--- config.mk ---
export PLATFORM = sky130hd
export DESIGN_NAME = two_button_chord_debouncer_flat
export DESIGN_NICKNAME = d
export VERILOG_FILES = /design/src/design/tbcd_pkg.sv /design/src/design/tbcd_if.sv /design/src/design/two_button_chord_debouncer.sv /design/src/flat_wrapper.sv
export SDC_FILE = /design/constraint.sdc
export NUM_CORES = 1
export LEC_CHECK = 0
export BUFFER_PORTS_ARGS = -buffer_cell sky130_fd_sc_hd__buf_2
export CAP_MARGIN = 20
export CORE_MARGIN = 2
export CORE_UTILIZATION = 55
export CTS_BUF_LIST = sky130_fd_sc_hd__clkbuf_4 sky130_fd_sc_hd__clkbuf_8 sky130_fd_sc_hd__clkbuf_16
export CTS_CLUSTER_DIAMETER = 50
export DETAILED_ROUTE_END_ITERATION = 7
export PLACE_DENSITY = 0.78
export SLEW_MARGIN = 15
export SYNTH_ARGS = -nofsm -noshare
export SYNTH_HDL_FRONTEND = slang
export SYNTH_SLANG_ARGS = --single-unit
export TNS_END_PERCENT = 5
--- constraint.sdc ---
create_clock -name clk -period 16.3 [get_ports clk]
set_clock_uncertainty 0.1 [all_clocks]
set_input_delay 1.63 -clock clk [delete_from_list [all_inputs] [get_ports clk]]
set_output_delay 1.63 -clock clk [all_outputs]
set_load 0.03 [all_outputs]
--- src/design/tbcd_pkg.sv ---
// shared types and constants for the two-button chord debouncer
package tbcd_pkg;

	// reset value of the debounce window in milliseconds
	localparam logic [15:0] DEBOUNCE_RESET = 16'd100;

	// one poll of the two buttons
	typedef struct packed {
		logic [31:0] now_ms;
		logic        first_down;
		logic        second_down;
	} poll_item_t;

	// events and debounced levels caused by one poll
	typedef struct packed {
		logic first_pressed;
		logic first_released;
		logic second_pressed;
		logic second_released;
		logic chord_pressed;
		logic chord_released;
		logic first_level;
		logic second_level;
		logic chord_level;
	} report_item_t;

	// true once more than the window has passed since the stamp, wrapping time
	function automatic logic settled(
		input logic [31:0] now,
		input logic [31:0] stamp,
		input logic [15:0] window
	);
		logic [31:0] elapsed;
		elapsed = now - stamp;
		return elapsed > {16'd0, window};
	endfunction

endpackage

--- src/design/tbcd_if.sv ---
// valid/ready channel interfaces for poll and report items
interface tbcd_poll_if;
	import tbcd_pkg::*;

	logic       valid;
	logic       ready;
	poll_item_t data;

	modport source (output valid, output data, input ready);
	modport sink (input valid, input data, output ready);
endinterface

interface tbcd_report_if;
	import tbcd_pkg::*;

	logic         valid;
	logic         ready;
	report_item_t data;

	modport source (output valid, output data, input ready);
	modport sink (input valid, input data, output ready);
endinterface

--- src/design/two_button_chord_debouncer.sv ---
// Two-button debouncer with chord detection. Every poll item taken on the poll
// channel gives exactly one report item via the input and report registers. One
// poll item can be taken in every cycle unless the report side stalls: the whole
// debounce and chord update is one pass of three wrapping 32-bit subtract-and-
// compare paths between the input and report registers, and the debounce state
// is updated in that same cycle. The two registers act as a two-entry buffer, so
// a new item is taken while a report still waits. The debounce window resets to
// 100 ms. The user must write it through debounce_we/debounce_wdata only while
// the block is idle; the block itself does not enforce this.
module two_button_chord_debouncer (
	input  logic               clk,
	input  logic               arst_n,
	input  logic               debounce_we,
	input  logic [15:0]        debounce_wdata,
	tbcd_poll_if.sink          poll,
	tbcd_report_if.source      report
);
	import tbcd_pkg::*;

	logic [15:0]  debounce_q;
	logic         valid_s1;
	poll_item_t   item_s1;
	logic         advance;

	logic         primed_q;
	logic         first_last_q;
	logic         second_last_q;
	logic         chord_latch_q;
	logic         chord_last_q;
	logic [31:0]  first_stamp_q;
	logic [31:0]  second_stamp_q;
	logic [31:0]  chord_stamp_q;
	logic         skip_first_q;
	logic         skip_second_q;

	logic         out_valid_q;
	report_item_t out_q;

	logic         first_ref;
	logic         second_ref;
	logic         first_chg;
	logic         second_chg;
	logic         latch_next;
	logic         chord_chg;
	logic         skip_first_next;
	logic         skip_second_next;
	report_item_t res;

	// handshake: input stage moves on when the report register is free
	assign advance    = valid_s1 && (!out_valid_q || report.ready);
	assign poll.ready = !valid_s1 || advance;
	assign report.valid = out_valid_q;
	assign report.data  = out_q;

	// configuration register
	always_ff @(posedge clk or negedge arst_n) begin
		if (!arst_n) begin
			debounce_q <= DEBOUNCE_RESET;
		end else if (debounce_we) begin
			debounce_q <= debounce_wdata;
		end
	end

	// input register
	always_ff @(posedge clk or negedge arst_n) begin
		if (!arst_n) begin
			valid_s1 <= 1'b0;
		end else if (poll.ready) begin
			valid_s1 <= poll.valid;
		end
	end

	always_ff @(posedge clk) begin
		if (poll.valid && poll.ready) begin
			item_s1 <= poll.data;
		end
	end

	// debounce and chord logic for the item in the input register
	always_comb begin
		// first item only captures the levels
		first_ref  = primed_q ? first_last_q : item_s1.first_down;
		second_ref = primed_q ? second_last_q : item_s1.second_down;

		first_chg  = (first_ref != item_s1.first_down) &&
			settled(item_s1.now_ms, first_stamp_q, debounce_q);
		second_chg = (second_ref != item_s1.second_down) &&
			settled(item_s1.now_ms, second_stamp_q, debounce_q);

		// latch sets on both down, clears on both up
		if (chord_latch_q) begin
			latch_next = item_s1.first_down || item_s1.second_down;
		end else begin
			latch_next = item_s1.first_down && item_s1.second_down;
		end
		chord_chg = (chord_last_q != latch_next) &&
			settled(item_s1.now_ms, chord_stamp_q, debounce_q);

		// a release consumes its skip flag, a chord press arms both
		skip_first_next  = (first_chg && !item_s1.first_down) ? 1'b0 : skip_first_q;
		skip_second_next = (second_chg && !item_s1.second_down) ? 1'b0 : skip_second_q;
		if (chord_chg && latch_next) begin
			skip_first_next  = 1'b1;
			skip_second_next = 1'b1;
		end

		res.first_pressed   = first_chg && item_s1.first_down;
		res.first_released  = first_chg && !item_s1.first_down && !skip_first_q;
		res.second_pressed  = second_chg && item_s1.second_down;
		res.second_released = second_chg && !item_s1.second_down && !skip_second_q;
		res.chord_pressed   = chord_chg && latch_next;
		res.chord_released  = chord_chg && !latch_next;
		res.first_level     = first_chg ? item_s1.first_down : first_ref;
		res.second_level    = second_chg ? item_s1.second_down : second_ref;
		res.chord_level     = chord_chg ? latch_next : chord_last_q;
	end

	// debounce state
	always_ff @(posedge clk or negedge arst_n) begin
		if (!arst_n) begin
			primed_q       <= 1'b0;
			first_last_q   <= 1'b0;
			second_last_q  <= 1'b0;
			chord_latch_q  <= 1'b0;
			chord_last_q   <= 1'b0;
			first_stamp_q  <= '0;
			second_stamp_q <= '0;
			chord_stamp_q  <= '0;
			skip_first_q   <= 1'b0;
			skip_second_q  <= 1'b0;
		end else if (advance) begin
			primed_q      <= 1'b1;
			first_last_q  <= res.first_level;
			second_last_q <= res.second_level;
			chord_latch_q <= latch_next;
			chord_last_q  <= res.chord_level;
			skip_first_q  <= skip_first_next;
			skip_second_q <= skip_second_next;
			if (first_chg) begin
				first_stamp_q <= item_s1.now_ms;
			end
			if (second_chg) begin
				second_stamp_q <= item_s1.now_ms;
			end
			if (chord_chg) begin
				chord_stamp_q <= item_s1.now_ms;
			end
		end
	end

	// report register
	always_ff @(posedge clk or negedge arst_n) begin
		if (!arst_n) begin
			out_valid_q <= 1'b0;
		end else if (advance) begin
			out_valid_q <= 1'b1;
		end else if (report.ready) begin
			out_valid_q <= 1'b0;
		end
	end

	always_ff @(posedge clk) begin
		if (advance) begin
			out_q <= res;
		end
	end

	// stamps only move when an item is processed
	a_stamp_hold: assert property (@(posedge clk) disable iff (!arst_n)
		!advance |=> $stable(first_stamp_q) && $stable(second_stamp_q) &&
		$stable(chord_stamp_q))
		else $error("debounce stamp changed without an item");

	// a full buffer with a stalled report must refuse new items
	a_full_stall: assert property (@(posedge clk) disable iff (!arst_n)
		(valid_s1 && out_valid_q && !report.ready) |-> !poll.ready)
		else $error("poll item taken while both stages are full");

	// once primed, stays primed until reset
	a_primed_sticky: assert property (@(posedge clk) disable iff (!arst_n)
		primed_q |=> primed_q)
		else $error("primed flag cleared");

	// a reported chord press leaves the chord level high
	a_chord_level: assert property (@(posedge clk) disable iff (!arst_n)
		(out_valid_q && out_q.chord_pressed) |-> out_q.chord_level)
		else $error("chord press reported with chord level low");

endmodule

--- src/flat_wrapper.sv ---
// flat-port wrapper written by rule: the top's interface ports become plain ports
module two_button_chord_debouncer_flat import tbcd_pkg::*;
  (clk, arst_n, debounce_we, debounce_wdata, poll_valid, poll_data, poll_ready, report_valid, report_data, report_ready);
  tbcd_poll_if poll_i ();
  tbcd_report_if report_i ();
  input  logic clk;
  input  logic arst_n;
  input  logic debounce_we;
  input  logic [15:0] debounce_wdata;
  input wire logic [$bits(poll_i.valid)-1:0] poll_valid;
  input wire logic [$bits(poll_i.data)-1:0] poll_data;
  output wire logic [$bits(poll_i.ready)-1:0] poll_ready;
  output wire logic [$bits(report_i.valid)-1:0] report_valid;
  output wire logic [$bits(report_i.data)-1:0] report_data;
  input wire logic [$bits(report_i.ready)-1:0] report_ready;
  assign poll_i.valid = poll_valid;
  assign poll_i.data = poll_data;
  assign poll_ready = poll_i.ready;
  assign report_valid = report_i.valid;
  assign report_data = report_i.data;
  assign report_i.ready = report_ready;
  two_button_chord_debouncer u_core (.clk(clk), .arst_n(arst_n), .debounce_we(debounce_we), .debounce_wdata(debounce_wdata), .poll(poll_i), .report(report_i));
endmodule
==> flow_metrics.py, run 1 <==
metrics = {
    "cts": {
        "cts_num_sinks": 164,
        "htreeDepth": 4,
        "cts_resized": 0,
        "clkLatencyLatePin_ns": 0.44,
        "cts_made_buffers": 17,
        "cts-root-buf": "clkbuf_16",
        "clkTransAtPathRegs_ns": 0.07,
        "cts_tree": "yes",
        "cts_hold_buf": 0,
        "clk_path_buf_depth": 2,
        "post_cts_buffers": 0,
    },
    "cells_and_area": {
        "drive_above_1_share_pct": 15.6,
        "regArea_sq_mm": 0.00432,
        "finish.instance_area_sq_mm": 0.0143,
        "multi_input_area_sq_mm": 0.00811,
        "fillers": 2032,
        "nNetsFinal": 1672,
        "layout.cells.non_filler": 1805,
        "area_delta_synth_final_pct": 8.81,
        "diodes": 0,
    },
    "timing": {
        "drv_slew": 0,
        "period_needed_ns": 6.39,
        "max-slew-margin-rel_pct": 41.0,
        "setup_ws_ns": 9.91,
        "max_freq_mhz": 157,
        "worst_pin_slew_ns": 0.886,
        "final-hold-violation-count": 0,
        "whs_ns": 0.406,
        "finalSetupViolations": 0,
        "fin_tns_setup_ns": 0,
        "finalCritPeriodShare_pct": 39.2,
        "rsz0062_at_grt": "false",
    },
    "route": {
        "drt_iter0_markers": 743,
        "drc": 0,
        "drt_pass1_iterations": 5,
        "viasPerCell": 6.12,
        "routedWlPerCell_microns": 19.0,
        "routed_wl_mm": 34.2,
        "final_antenna_net_count": 0,
        "vias": 11000,
    },
    "grt": {
        "grt_pass1_vias": 10700,
        "grt_max_degree": 67,
        "grt.total_usage_pct": 27.3,
        "antenna_found_initial": 0,
        "grt_pass1_wl_mm": 55.4,
        "grt_overflow_total": 0,
    },
    "floorplanning": {
        "die_w_microns": 159,
        "dieArea_sq_mm": 0.0252,
        "initial_core_util_pct": 56.1,
        "placeableCoreArea_sq_mm": 0.0235,
        "rows": 56,
        "ios": 66,
        "die_h_microns": 159,
    },
    "logic_synthesis": {
        "synth_area_per_cell_sq_um": 9.27,
        "syn_inst": 1422,
        "synth_async_sr_flop_share_pct": 73.8,
        "synth_edf_count": 43,
        "synth.largest_area_cell": "dfrtp_1",
        "synth_cell_types": 86,
        "syn_nets": 1621,
        "netlist.area_leader.share_pct": 22.4,
        "synth.area.top_cells": "dfrtp_1, ha_1, edfxtp_1",
        "ys_seq_area_share_pct": 32.8,
        "synthFlopType": "dfrtp_1",
        "yosys_register_bits": 164,
        "syn_area_sq_mm": 0.0132,
        "ys_warn_count": 0,
    },
    "worst_hold_path": {
        "min_path_type": "reg2reg",
    },
    "worst_setup_path": {
        "cp.arrival_ns": 6.62,
        "worst-path-max-fanout": 18,
        "critical_path_class": "reg2reg",
        "crit_required_ns": 16.53,
        "start_kind": "register",
        "crit_path_end_kind": "register",
    },
    "placement": {
        "pre_cts_ws_ns": 9.93,
        "dpl.cell_count": 1772,
        "portBuffers": 65,
        "dpl_cell_area_sq_mm": 0.0137,
        "dp_hpwl_mm": 26.7,
        "finalWeightedCongestion": 0.988,
    },
    "run": {
        "drv_cap": 0,
    },
    "power_and_ir_drop": {
        "ir_worst_vdd_mv": 0.0922,
        "power_density_mw_per_mm2": 191,
        "power.leakage_uw": 0.00652,
    },
    "status": {
        "status": "completed",
    },
}
-- layout make-up --
class,count,share of cell area (%)
clock buffer,19,3.07
clock inverter,13,0.995
inverter,135,3.53
multi-input combinational,1080,56.5
sequential,164,30.1
tap,319,2.78
timing repair buffer,75,2.95
-- synth_stat cells, types with 15 or more instances --
| master | n |
|---|---|
| a21oi_1 | 128 |
| mux2_2 | 70 |
| and3_1 | 15 |
| nand3_1 | 26 |
| a21o_1 | 28 |
| mux2_4 | 29 |
| clkbuf_1 | 23 |
| dfrtp_1 | 118 |
| xnor2_1 | 47 |
| nor2b_1 | 20 |
| o21a_1 | 23 |
| edfxtp_1 | 43 |
| nor3_1 | 17 |
| xor2_1 | 18 |
| o21ai_0 | 73 |
| ha_1 | 141 |
| nand2b_1 | 20 |
| nor2_1 | 69 |
| inv_1 | 135 |
| nand2_1 | 115 |
| nand4_1 | 35 |
-- where the power goes --
part           total, uW  switching [uW]  internal, uW
logic               1710             984           723
registers            623            75.9           547
clock network        409             190           219
total               2740            1250          1490
-- metal layers --
| layer | wire length (microns) | track usage (%) | vias to the layer above | part of all wire, % |
|---|---|---|---|---|
| met5 | 0 | 0 | - | 0 |
| met2 | 15500 | 43.5 | 324 | 45 |
| met4 | 815 | 8.30 | 0 | 2.4 |
| met1 | 15700 | 38.0 | 5361 | 46 |
| li1 | - | - | 5292 | - |
| met3 | 2130 | 4.65 | 70 | 6.2 |
-- state kept, by name, summed over array words and instances, names as in the netlist --
name and count:
u_core.second_last_q 1, u_core.chord_latch_q 1, u_core.chord_last_q 1, u_core.skip_first_q 1, u_core.item_s1 34, u_core.skip_second_q 1
u_core.first_last_q 1, u_core.debounce_q 16, u_core.chord_stamp_q 32, u_core.valid_s1 1, u_core.second_stamp_q 32, u_core.report.data 9
u_core.first_stamp_q 32, u_core.report.valid 1, u_core.primed_q 1
-- per-stage QoR --
stage / power (uW) / util (%)
5_1_grt: 2960 / 61.1
3_5_place_dp: 2300 / 58.5
4_1_cts: 2710 / 61.0
2_1_floorplan: 1920 / -
6_report: 2740 / 61.1
3_3_place_gp: 2260 / 58.5
-- critical path: stages (launching register included) --
cell,delay (ns)
edfxtp_1,0.54
ha_1,0.45
o2111ai_1,0.24
a211o_1,0.39
a21oi_1,0.26
nor2_1,0.17
xnor2_1,0.17
ha_1,0.31
nand4_1,0.16
nor4_1,0.40
a22oi_1,0.17
a31o_1,0.23
or4_1,0.50
or4_4,0.54
nor4_4,0.37
or3_2,0.67
buf_16,0.25
mux2_2,0.35
-- path summary, 6_finish.rpt --
check,cells past startpoint,start,to,slack (ns)
worst max register to register,17,u_core.item_s1[5],u_core.first_stamp_q[0],9.91
worst min register to register,1,u_core.chord_stamp_q[17],u_core.chord_stamp_q[17],0.41
worst max-delay path,17,u_core.item_s1[5],u_core.first_stamp_q[0],9.91
max in group asynchronous,2,arst_n,u_core.second_stamp_q[6],13.60
worst min-delay path,1,u_core.chord_stamp_q[17],u_core.chord_stamp_q[17],0.41
min in group asynchronous,1,arst_n,u_core.second_stamp_q[26],1.21
-- cell families after synthesis --
kind of cell | Yosys count | synth area share [%]
xor gates and xnor gates | 65 | 4.32
DFF | 164 | 32.8
buffers and inverters | 178 | 5.75
AOI/OAI and AO/OA | 388 | 18.9
muxes | 108 | 9.97
adders and majority gates | 144 | 13.8
and+or+nand+nor | 375 | 14.4
-- layout by cell type (no fill, tap or decap), types with 10 or more instances in the layout --
master / netlist / routed
nor3_1: 17 / 17
mux2_4: 29 / 29
a21o_1: 28 / 28
dfrtp_1: 118 / 118
o21ai_0: 73 / 73
nor4_1: 11 / 11
buf_4: 3 / 10
edfxtp_1: 43 / 43
mux2_2: 70 / 70
nand4_1: 35 / 35
a211oi_1: 13 / 13
inv_1: 135 / 135
nand2b_1: 20 / 20
o21a_1: 23 / 23
buf_2: 11 / 64
and3_1: 15 / 15
o21bai_1: 12 / 12
nand2_1: 115 / 115
o211ai_1: 11 / 11
nor2_1: 69 / 69
a31oi_1: 14 / 14
a21oi_1: 128 / 128
clkbuf_16: 0 / 17
xnor2_1: 47 / 47
nor2b_1: 20 / 20
xor2_1: 18 / 18
nand3_1: 26 / 26
ha_1: 141 / 141
No activity file was read; power rests on OpenSTA's default activity.
==> run 2: changes to the inputs <==
clock period = 6.2 ns   (was 16.3 ns; I/O delays follow)
==> run 2 against run 1 <==
Net effect:
- via count fell by 0.91%
- final area is 0.16% lower
- critical path depth rose by 1
- sequential share of layout area barely moved
- global-route usage decreased by 0.51 points
- clock power rose to 2.6 times the previous value
- worst hold slack got worse by 0.25 ns
- cell count fell by 0.22%
- die area did not move
- sequential power increased to 2.6 times the previous value
- power rose to 2.6 times the previous value
- clock-buffer cell count is 1 lower
- critical path type unchanged
==> flow_metrics.py, run 2 (synthesis results as in run 1) <==
metrics = {
    "power_and_ir_drop": {
        "power_density_mw_per_mm2": 499,
        "p_total_uw": 7140,
        "power.leakage_uw": 0.00652,
        "ir_worst_vdd_mv": 0.246,
    },
    "cts": {
        "clk_path_buf_depth": 2,
        "post_cts_buffers": 0,
        "htreeDepth": 4,
        "cts_tree": "yes",
        "cts_num_sinks": 164,
        "cts_made_buffers": 17,
        "cts-root-buf": "clkbuf_16",
        "clkLatencyLatePin_ns": 0.44,
        "clkTransAtPathRegs_ns": 0.07,
    },
    "worst_setup_path": {
        "start_kind": "register",
        "crit_path_end_kind": "register",
        "r2r_setup_slack_ns": 0.24,
        "worst-path-max-fanout": 32,
        "crit_required_ns": 6.42,
        "cp.arrival_ns": 6.19,
        "critical_path_class": "reg2reg",
    },
    "floorplanning": {
        "ios": 66,
        "die_w_microns": 159,
        "dieArea_sq_mm": 0.0252,
        "initial_core_util_pct": 56.1,
        "rows": 56,
        "die_h_microns": 159,
        "placeableCoreArea_sq_mm": 0.0235,
    },
    "route": {
        "drt_iter0_markers": 762,
        "routedWlPerCell_microns": 18.5,
        "viasPerCell": 6.08,
        "vias": 10900,
        "drt_pass1_iterations": 5,
        "routed_wl_mm": 33.4,
        "final_antenna_net_count": 0,
        "drc": 0,
    },
    "cells_and_area": {
        "nNetsFinal": 1668,
        "layout_common_cells": "ha_1, inv_1, a21oi_1, dfrtp_1, nand2_1",
        "drive_above_1_share_pct": 15.5,
        "diodes": 0,
        "layout.cells.non_filler": 1801,
        "finish.instance_area_sq_mm": 0.0143,
        "largest_register_ffs": 34,
        "fillers": 2033,
        "final_common_cell": "ha_1",
        "largest_register": "u_core.item_s1",
        "area_delta_synth_final_pct": 8.64,
    },
    "grt": {
        "grt_max_degree": 66,
        "grt.total_usage_pct": 26.8,
        "antenna_found_initial": 1,
        "grt_pass1_vias": 10800,
        "grt_pass1_wl_mm": 54.6,
        "grt_overflow_total": 0,
    },
    "timing": {
        "fin_tns_setup_ns": 0,
        "final-hold-violation-count": 0,
        "max_freq_mhz": 168,
        "period_needed_ns": 5.96,
        "finalCritPeriodShare_pct": 96.2,
        "drv_slew": 0,
        "max-slew-margin-rel_pct": 44.2,
        "rsz0062_at_grt": "false",
        "worst_pin_slew_ns": 0.837,
        "finalSetupViolations": 0,
    },
    "status": {
        "status": "completed",
    },
    "run": {
        "drv_cap": 0,
    },
    "placement": {
        "finalWeightedCongestion": 0.945,
        "portBuffers": 65,
        "dpl_cell_area_sq_mm": 0.0137,
        "dp_hpwl_mm": 26.1,
        "dpl.cell_count": 1769,
    },
    "worst_hold_path": {
        "min_path_type": "in2async",
    },
}
-- run 2: cell types whose count changed in the layout (fill, tap and decap cells not counted), sizes merged --
cell      previous run  this run
buf                 75        71
clkinvlp             4         0
inv                140       143
clkinv               3         5
clkbuf              19        18
-- run 2: report_power, final --
| group | internal, uW | total (uW) | switching, uW |
|---|---|---|---|
| Sequential | 1440 | 1640 | 201 |
| Combinational | 1900 | 4450 | 2550 |
| Clock | 572 | 1050 | 479 |
-- run 2: cell type report --
class | count | area (sq um) | share of cell area (%)
sequential | 164 | 4320 | 30.2
clock buffer | 18 | 433 | 3.02
clock inverter | 14 | 141 | 0.988
tap | 319 | 399 | 2.79
multi-input combinational | 1080 | 8120 | 56.7
inverter | 135 | 507 | 3.54
timing repair buffer | 71 | 398 | 2.78
-- run 2: path summary, 6_finish.rpt --
path,startpoint,end,cells past startpoint
worst min-delay path,arst_n,u_core.first_stamp_q[26],1
max in group asynchronous,arst_n,u_core.second_stamp_q[11],2
worst min register to register,u_core.second_stamp_q[15],u_core.second_stamp_q[15],1
worst max register to register,u_core.item_s1[6],u_core.first_stamp_q[0],18
worst max-delay path,u_core.item_s1[6],u_core.first_stamp_q[0],18
min in group clk,poll_data[31],u_core.item_s1[31],1
-- run 2: what timing repair did --
action                                  in CTS  in global routing
endpoints found under the setup margin       0                 31
hold buffers                                 0                  0
gates resized for setup                      0                  2
-- run 2: per-layer routing --
| layer | vias to the layer above | part of all wire [%] | GRT usage (%) |
|---|---|---|---|
| met5 | - | 0 | 0 |
| met1 | 5272 | 46 | 37.0 |
| li1 | 5295 | - | - |
| met2 | 324 | 46 | 44.1 |
| met3 | 56 | 5.9 | 3.53 |
| met4 | 0 | 2.1 | 7.55 |
-- run 2: stage by stage --
stage	utilization, %	setup WS [ns]	hold WS, ns
5_1_grt	61.0	0.0202	0.220
4_1_cts	60.9	0.306	0.189
6_report	61.0	0.236	0.156
2_1_floorplan	-	1.09	0.224
3_5_place_dp	58.5	0.364	0.394
3_3_place_gp	58.5	0.517	0.367
-- run 2: critical path, stage by stage, from the launching register on --
cell and delay (ns):
edfxtp_1 0.52, ha_1 0.42, a21o_1 0.23, a31oi_1 0.30, a211o_1 0.22, a21oi_1 0.10
nor2_1 0.33, xnor2_1 0.12, ha_1 0.31, nand4_1 0.14, nor4_1 0.41, a22oi_1 0.18
a31o_1 0.22, or4_1 0.54, or4_4 0.55, nor4_4 0.29, or3_2 0.22, buf_12 0.25
mux2_2 0.37
==> run 3: changes to the inputs <==
CORE_ASPECT_RATIO = 1.5   (was not set)
CTS_BUF_LIST = not set   (was sky130_fd_sc_hd__clkbuf_4 sky130_fd_sc_hd__clkbuf_8 sky130_fd_sc_hd__clkbuf_16)
GPL_TIMING_DRIVEN = 0   (was not set)
==> run 3 against run 2 <==
Net effect:
- worst setup slack improved by 0.0030 ns
- largest cell class unchanged
- critical path depth increased by 4
- clock power up 9%
- combinational power rose by 0.9%
- worst hold slack got worse by 0.074 ns
- fmax hardly changed
- power increased by 1.7%
- die area up 0.10%
- cell count up 2.2%
==> flow_metrics.py, run 3 (synthesis results as in run 1) <==
metrics = {
    "grt": {
        "antenna_found_initial": 0,
        "grt.total_usage_pct": 28.3,
        "grt_overflow_total": 0,
        "grt_pass1_vias": 11300,
        "grt_max_degree": 69,
        "grt_pass1_wl_mm": 56.0,
    },
    "timing": {
        "final-hold-violation-count": 0,
        "worst_pin_slew_ns": 0.901,
        "max_freq_mhz": 168,
        "drv_slew": 0,
        "finalCritPeriodShare_pct": 96.2,
        "period_needed_ns": 5.96,
        "max-slew-margin-rel_pct": 39.4,
        "finalSetupViolations": 0,
    },
    "cts": {
        "cts_made_buffers": 17,
        "cts_tree": "yes",
        "htreeDepth": 4,
        "cts-root-buf": "clkbuf_16",
        "cts_resized": 0,
        "cts_hold_buf": 0,
        "clk_path_buf_depth": 2,
        "clkTransAtPathRegs_ns": 0.07,
        "clkLatencyLatePin_ns": 0.45,
        "cts_num_sinks": 164,
        "post_cts_buffers": 0,
    },
    "floorplanning": {
        "rows": 69,
        "placeableCoreArea_sq_mm": 0.0237,
        "die_h_microns": 194,
        "die_w_microns": 130,
        "initial_core_util_pct": 55.7,
        "ios": 66,
        "dieArea_sq_mm": 0.0252,
    },
    "status": {
        "status": "completed",
    },
    "cells_and_area": {
        "area_delta_synth_final_pct": 10.9,
        "largest_register": "u_core.item_s1",
        "diodes": 0,
        "final_common_cell": "ha_1",
        "layout.cells.non_filler": 1840,
        "nNetsFinal": 1707,
        "drive_above_1_share_pct": 16.4,
        "layout_common_cells": "ha_1, inv_1, a21oi_1, dfrtp_1, nand2_1",
        "largest_register_ffs": 34,
    },
    "placement": {
        "dp_hpwl_mm": 27.5,
        "dpl.cell_count": 1808,
        "finalWeightedCongestion": 0.973,
        "portBuffers": 65,
    },
    "worst_setup_path": {
        "critPathBufInv": 3,
        "crit_required_ns": 6.43,
        "cp.arrival_ns": 6.19,
        "crit_path_end_kind": "register",
        "worstPathCellList": "inv_1, ha_1, fa_1, nor2b_1, o2111ai_1, a21o_1, a21o_1, nand2_1, xor2_1, ha_1, nand4_1, nor4_2, a221oi_1, a22oi_1, a31o_1, or4_1, or4_4, nor4_4, or3_1, buf_6, buf_12, mux2_4",
        "crit_cells": 22,
        "critPathMaxStageDelay_ns": 0.57,
        "r2r_cells": 22,
        "worst-path-max-fanout": 10,
        "critPathSlowestCell": "or4_4",
        "critPathTopFamily": "simple AND/OR/NAND/NOR gates",
        "start_kind": "register",
        "critical_path_class": "reg2reg",
    },
    "route": {
        "vias": 11200,
        "viasPerCell": 6.07,
        "drt_pass1_iterations": 5,
        "routed_wl_mm": 34.7,
        "drc": 0,
        "routedWlPerCell_microns": 18.9,
        "drt_iter0_markers": 772,
        "final_antenna_net_count": 0,
    },
    "power_and_ir_drop": {
        "power_density_mw_per_mm2": 497,
        "power.leakage_uw": 0.00666,
        "ir_worst_vdd_mv": 0.289,
        "p_total_uw": 7260,
    },
    "run": {
        "drv_cap": 0,
    },
    "worst_hold_path": {
        "min_path_type": "in2async",
    },
}
[run 3: cell types whose count changed in the layout (fill, tap and decap cells not counted), moves of 2 or more]
| cell | before | now |
|---|---|---|
| o21ai_1 | 3 | 5 |
| clkinv_2 | 2 | 0 |
| buf_12 | 2 | 4 |
| buf_6 | 0 | 3 |
| o21ai_0 | 73 | 71 |
| buf_4 | 5 | 3 |
| buf_2 | 64 | 75 |
| clkinv_8 | 0 | 2 |
| clkbuf_1 | 0 | 23 |
[run 3: cell type report]
cell class	count	area (sq um)
plain buffers	43	251
clock buffers	17	425
clock inverters	15	201
multi-input cells	1080	8120
fillers	2068	9040
flip-flops and latches	164	4320
well taps	319	399
inverters	135	507
repair buffers	67	379
[run 3: final timing paths]
path                                      startpoint                         to  slack, ns
max                                u_core.item_s1[2]   u_core.first_stamp_q[28]       0.24
min                                           arst_n   u_core.first_stamp_q[26]       0.08
max reg2reg                        u_core.item_s1[2]   u_core.first_stamp_q[28]       0.24
min reg2reg                u_core.second_stamp_q[24]  u_core.second_stamp_q[24]       0.41
max in group asynchronous                     arst_n       u_core.debounce_q[6]       5.13
min in group clk                       poll_data[19]         u_core.item_s1[19]       0.24
[run 3: power by group]
group	switching, uW	leakage, uW	internal [uW]
clock	520	0.000308	620
combinational	2570	0.00451	1920
sequential	200	0.00183	1440
total	3290	0.00666	3970
[run 3: stage by stage]
step                      hold slack [ns]  setup TNS, ns  area, sq um  utilization [%]  worst slack, ns
final                              0.0825              0        14600             61.8            0.239
after global routing                0.126        -0.0695        14600             61.8          -0.0178
after CTS                           0.107              0        14600             61.7           0.0823
after detailed placement            0.387              0        14000             59.0            0.146
after global placement              0.374              0        13900             58.8            0.132
after floorplan                     0.224              0        13200                -             1.09
[run 3: routing by layer]
metal	global-route usage [%]	vias to the layer above	share of wire, %
met4	15.5	0	6.1
met5	0	-	0
met1	31.6	5351	39
li1	-	5360	-
met3	3.79	106	3.5
met2	50.9	345	51
